File: config.mk
export PLATFORM = sky130hd
export DESIGN_NAME = prs_ram
export DESIGN_NICKNAME = d
export VERILOG_FILES = /design/src/rtl/core/prs_ram.sv
export SDC_FILE = /design/constraint.sdc
export NUM_CORES = 1
export LEC_CHECK = 0
export BUFFER_PORTS_ARGS = -buffer_cell sky130_fd_sc_hd__buf_2
export CAP_MARGIN = 20
export CORE_AREA = 2 2 96 98
export CTS_CLUSTER_DIAMETER = 40
export CTS_CLUSTER_SIZE = 28
export DETAILED_ROUTE_END_ITERATION = 7
export DIE_AREA = 0 0 98 100
export PLACE_DENSITY = 0.77
export SLEW_MARGIN = 40
export SYNTH_ARGS = -nofsm -noshare
export SYNTH_HDL_FRONTEND = slang
export SYNTH_SLANG_ARGS = --single-unit
File: constraint.sdc
create_clock -name clk -period 2.3 [get_ports clk]
set_input_delay 0.575 -clock clk [delete_from_list [all_inputs] [get_ports clk]]
set_output_delay 0.575 -clock clk [all_outputs]
set_load 0.03 [all_outputs]
File: src/rtl/core/prs_ram.sv
// Generic simple dual-port RAM: one write port, one read port, read data
// registered. No dependencies.
module prs_ram #(
	parameter int W = 8,
	parameter int D = 16
) (
	input  logic                 clk,
	input  logic                 we,
	input  logic [$clog2(D)-1:0] waddr,
	input  logic [W-1:0]         wdata,
	input  logic [$clog2(D)-1:0] raddr,
	output logic [W-1:0]         rdata
);

	logic [W-1:0] mem [D];

	always_ff @(posedge clk) begin
		if (we) begin
			mem[waddr] <= wdata;
		end
		rdata <= mem[raddr];
	end

endmodule

==> flow_metrics.py <==
metrics = {
    "global_route": {
        "grt_use_total_pct": 21.5,
        "overflow": 0,
        "grt_pass1_wl_mm": 14.7,
        "grt_pass1_vias": 2564,
        "antenna_found_initial": 0,
        "grt_start_max_net_pins": 31,
    },
    "yosys": {
        "synth_most_common_cell": "edfxtp_1",
        "ys_ff_latch": 136,
        "synth_ff_type": "edfxtp_1",
        "synth_nets": 247,
        "synthArstFlopShare_pct": 0,
        "ys_warn_count": 0,
        "syn_avg_cell_area_um2": 22.5,
        "yosys.area.top_type": "edfxtp_1",
        "yosys-top-cells-area": "edfxtp_1 (75%), mux4_2 (7.9%), mux4_1 (7.1%)",
        "yosysSeqAreaShare_pct": 77.8,
        "netlist_instances": 229,
        "synth.distinct_cells": 19,
        "synth_area_mm2": 0.00515,
        "synth_commonest_cells": "edfxtp_1 (128), mux4_2 (18), a22oi_1 (16), mux4_1 (14), nor2_1 (13)",
        "synth_edf_count": 128,
        "yosysTopAreaCellShare_pct": 74.7,
    },
    "drt": {
        "via_per_inst": 5.99,
        "drtAntennaViolNets": 0,
        "num_vias": 2443,
        "wl_per_cell_um": 23.9,
        "drc_errors": 0,
        "wl_mm": 9.74,
        "drt_pre_antenna_iters": 4,
        "drt_iter0_markers": 190,
    },
    "critical_path": {
        "cpPeakStageDelay_ns": 0.36,
        "r2r_setup_slack_ns": 0.92,
        "cp.arrival_ns": 1.07,
        "worst_setup_path_end_kind": "primary output",
        "r2r_start": "mem[1][3]",
        "critPathSlowestCell": "dfxtp_1",
        "cp.required_ns": 1.73,
        "crit_fanout": 1,
        "crit_chain": "buf_2",
        "reg2reg_to": "rdata[3]",
        "worstRegToRegCells": 3,
        "crit_path_start_kind": "register",
        "path_delay_family": "flip-flops",
        "crit_type": "reg -> out",
        "cp_num_buf_inv": 1,
    },
    "finish": {
        "diodes": 0,
        "design_area_mm2": 0.00608,
        "area_growth_pct": 18.2,
        "final_nets": 302,
        "drive_gt1_share_pct": 32.0,
    },
    "sta": {
        "final.setup.tns_ns": 0,
        "finalSetupViolations": 0,
        "rsz0062_at_grt": "no",
        "finalCriticalPeriod_ns": 1.65,
        "skew_ns": 0.00594,
        "clock.fmax_ghz": 0.607,
        "slew_headroom_pct": 71.9,
        "fin_crit_sh_pct": 71.6,
        "finalMaxSlewViolations": 0,
        "worst_pin_slew_ns": 0.422,
        "hold_viol_final": 0,
    },
    "die": {
        "die_x_um": 98,
        "die_area_mm2": 0.00980,
        "die_h_um": 100,
        "core_mm2": 0.00889,
        "initial_core_util_pct": 57.9,
        "boundaryPins": 26,
        "placementRows": 35,
    },
    "power_and_ir_drop": {
        "p_clk_share_pct": 45.1,
        "pwr-share-comb_pct": 5.2,
        "p_switching_mw": 1.15,
        "peakVddDrop_uv": 577,
        "seqPwrFrac_pct": 49.8,
        "p_int_mw": 4.45,
        "power.density_mw_per_mm2": 920,
        "switching_share_pct": 20.5,
        "p_leak_nw": 2.09,
    },
    "worst_hold_path": {
        "whs_endpoint": "mem[8][0]",
        "hp-class": "in -> reg",
        "min_from": "wdata[0]",
        "hold_depth": 1,
    },
    "clocking": {
        "clkSinkCount": 136,
        "cts_root_buf": "clkbuf_8",
        "tritoncts": "built",
        "cts_buffers": 17,
        "clk_pin_slew_ns": 0.06,
        "ctsHoldBuffers": 0,
        "cts-resized-gates": 0,
        "insertion_delay_ns": 0.51,
        "clockBufferDepth": 2,
        "cts_max_level": 4,
        "cts_setup_buffers": 0,
    },
    "status": {
        "status": "finished clean",
    },
    "placement": {
        "port_buffers": 25,
        "gp_congestion": 0.816,
        "dp_hpwl_mm": 5.90,
        "placed_cell_area_mm2": 0.00552,
    },
    "flow_run": {
        "cap_violations": 0,
    },
}
[worst max-delay path by stage]
stage                  start         to  slack, ns  depth (start not counted)
finish              rdata[6]   rdata[6]       0.65                          1
global route        rdata[6]   rdata[6]       0.61                          1
CTS                 rdata[6]   rdata[6]       0.64                          1
detailed placement  raddr[0]   rdata[3]       0.29                          5
global placement    raddr[0]   rdata[3]       0.29                          5
floorplan           waddr[2]  mem[0][0]       0.23                          2
[cell families (layout without fill, tap and decap cells)]
family                 after synthesis  after routing  share of synthesized area, %
DFF                                136            136                          77.8
and+or+nand+nor                     35             35                          3.18
AOI/OAI and AO/OA                   16             16                          2.33
buffers and inverters               10             78                          1.68
muxes                               32             32                          15.0
[routing by layer]
metal  vias up  global-route usage, %  share of wire (%)
met5         -                      0                  0
met4         0                   7.37                1.5
met3        15                   5.64                7.0
met2        96                   34.3                 50
met1      1248                   29.7                 41
li1       1084                      -                  -
[final cells by class]
type / instances / area, µm²
fillers: 543 / 2810
clock inverters: 12 / 128
repair buffers: 46 / 320
well taps: 111 / 139
clock buffers: 20 / 435
multi-input cells: 83 / 1060
flip-flops and latches: 136 / 4000
[layout by cell type (no fill, tap or decap), types with 3 or more instances in the layout]
cell | synthesis | routed
a22oi_1 | 16 | 16
buf_12 | 0 | 3
buf_2 | 3 | 25
buf_4 | 1 | 18
clkbuf_16 | 0 | 16
clkinv_2 | 0 | 4
clkinvlp_4 | 0 | 4
dfxtp_1 | 8 | 8
edfxtp_1 | 128 | 128
mux4_1 | 14 | 14
mux4_2 | 18 | 18
nand2_1 | 9 | 9
nor2_1 | 13 | 13
nor3_1 | 4 | 4
[flip-flops by register name, summed over array words and instances (netlist names)]
register	flops
rdata	8
mem	128
[power groups by stage]
stage	Sequential (mW)	Combinational [mW]	Clock, mW
floorplan	2.87	0.141	0
global placement	2.83	0.284	0
detailed placement	2.84	0.291	0
CTS	2.79	0.294	2.56
global route	2.79	0.312	2.67
finish	2.79	0.290	2.52
[through the flow]
stage / setup WS [ns] / utilization (%) / hold slack [ns] / std cells / power (mW)
2_1_floorplan: 0.232 / - / 0.629 / 229 / 3.01
3_3_place_gp: 0.294 / 62.1 / 0.653 / 376 / 3.12
3_5_place_dp: 0.287 / 62.1 / 0.661 / 376 / 3.13
4_1_cts: 0.638 / 68.4 / 0.423 / 408 / 5.64
5_1_grt: 0.612 / 68.4 / 0.435 / 408 / 5.77
6_report: 0.652 / 68.4 / 0.445 / 408 / 5.60
(Power assumes the default switching activity.)
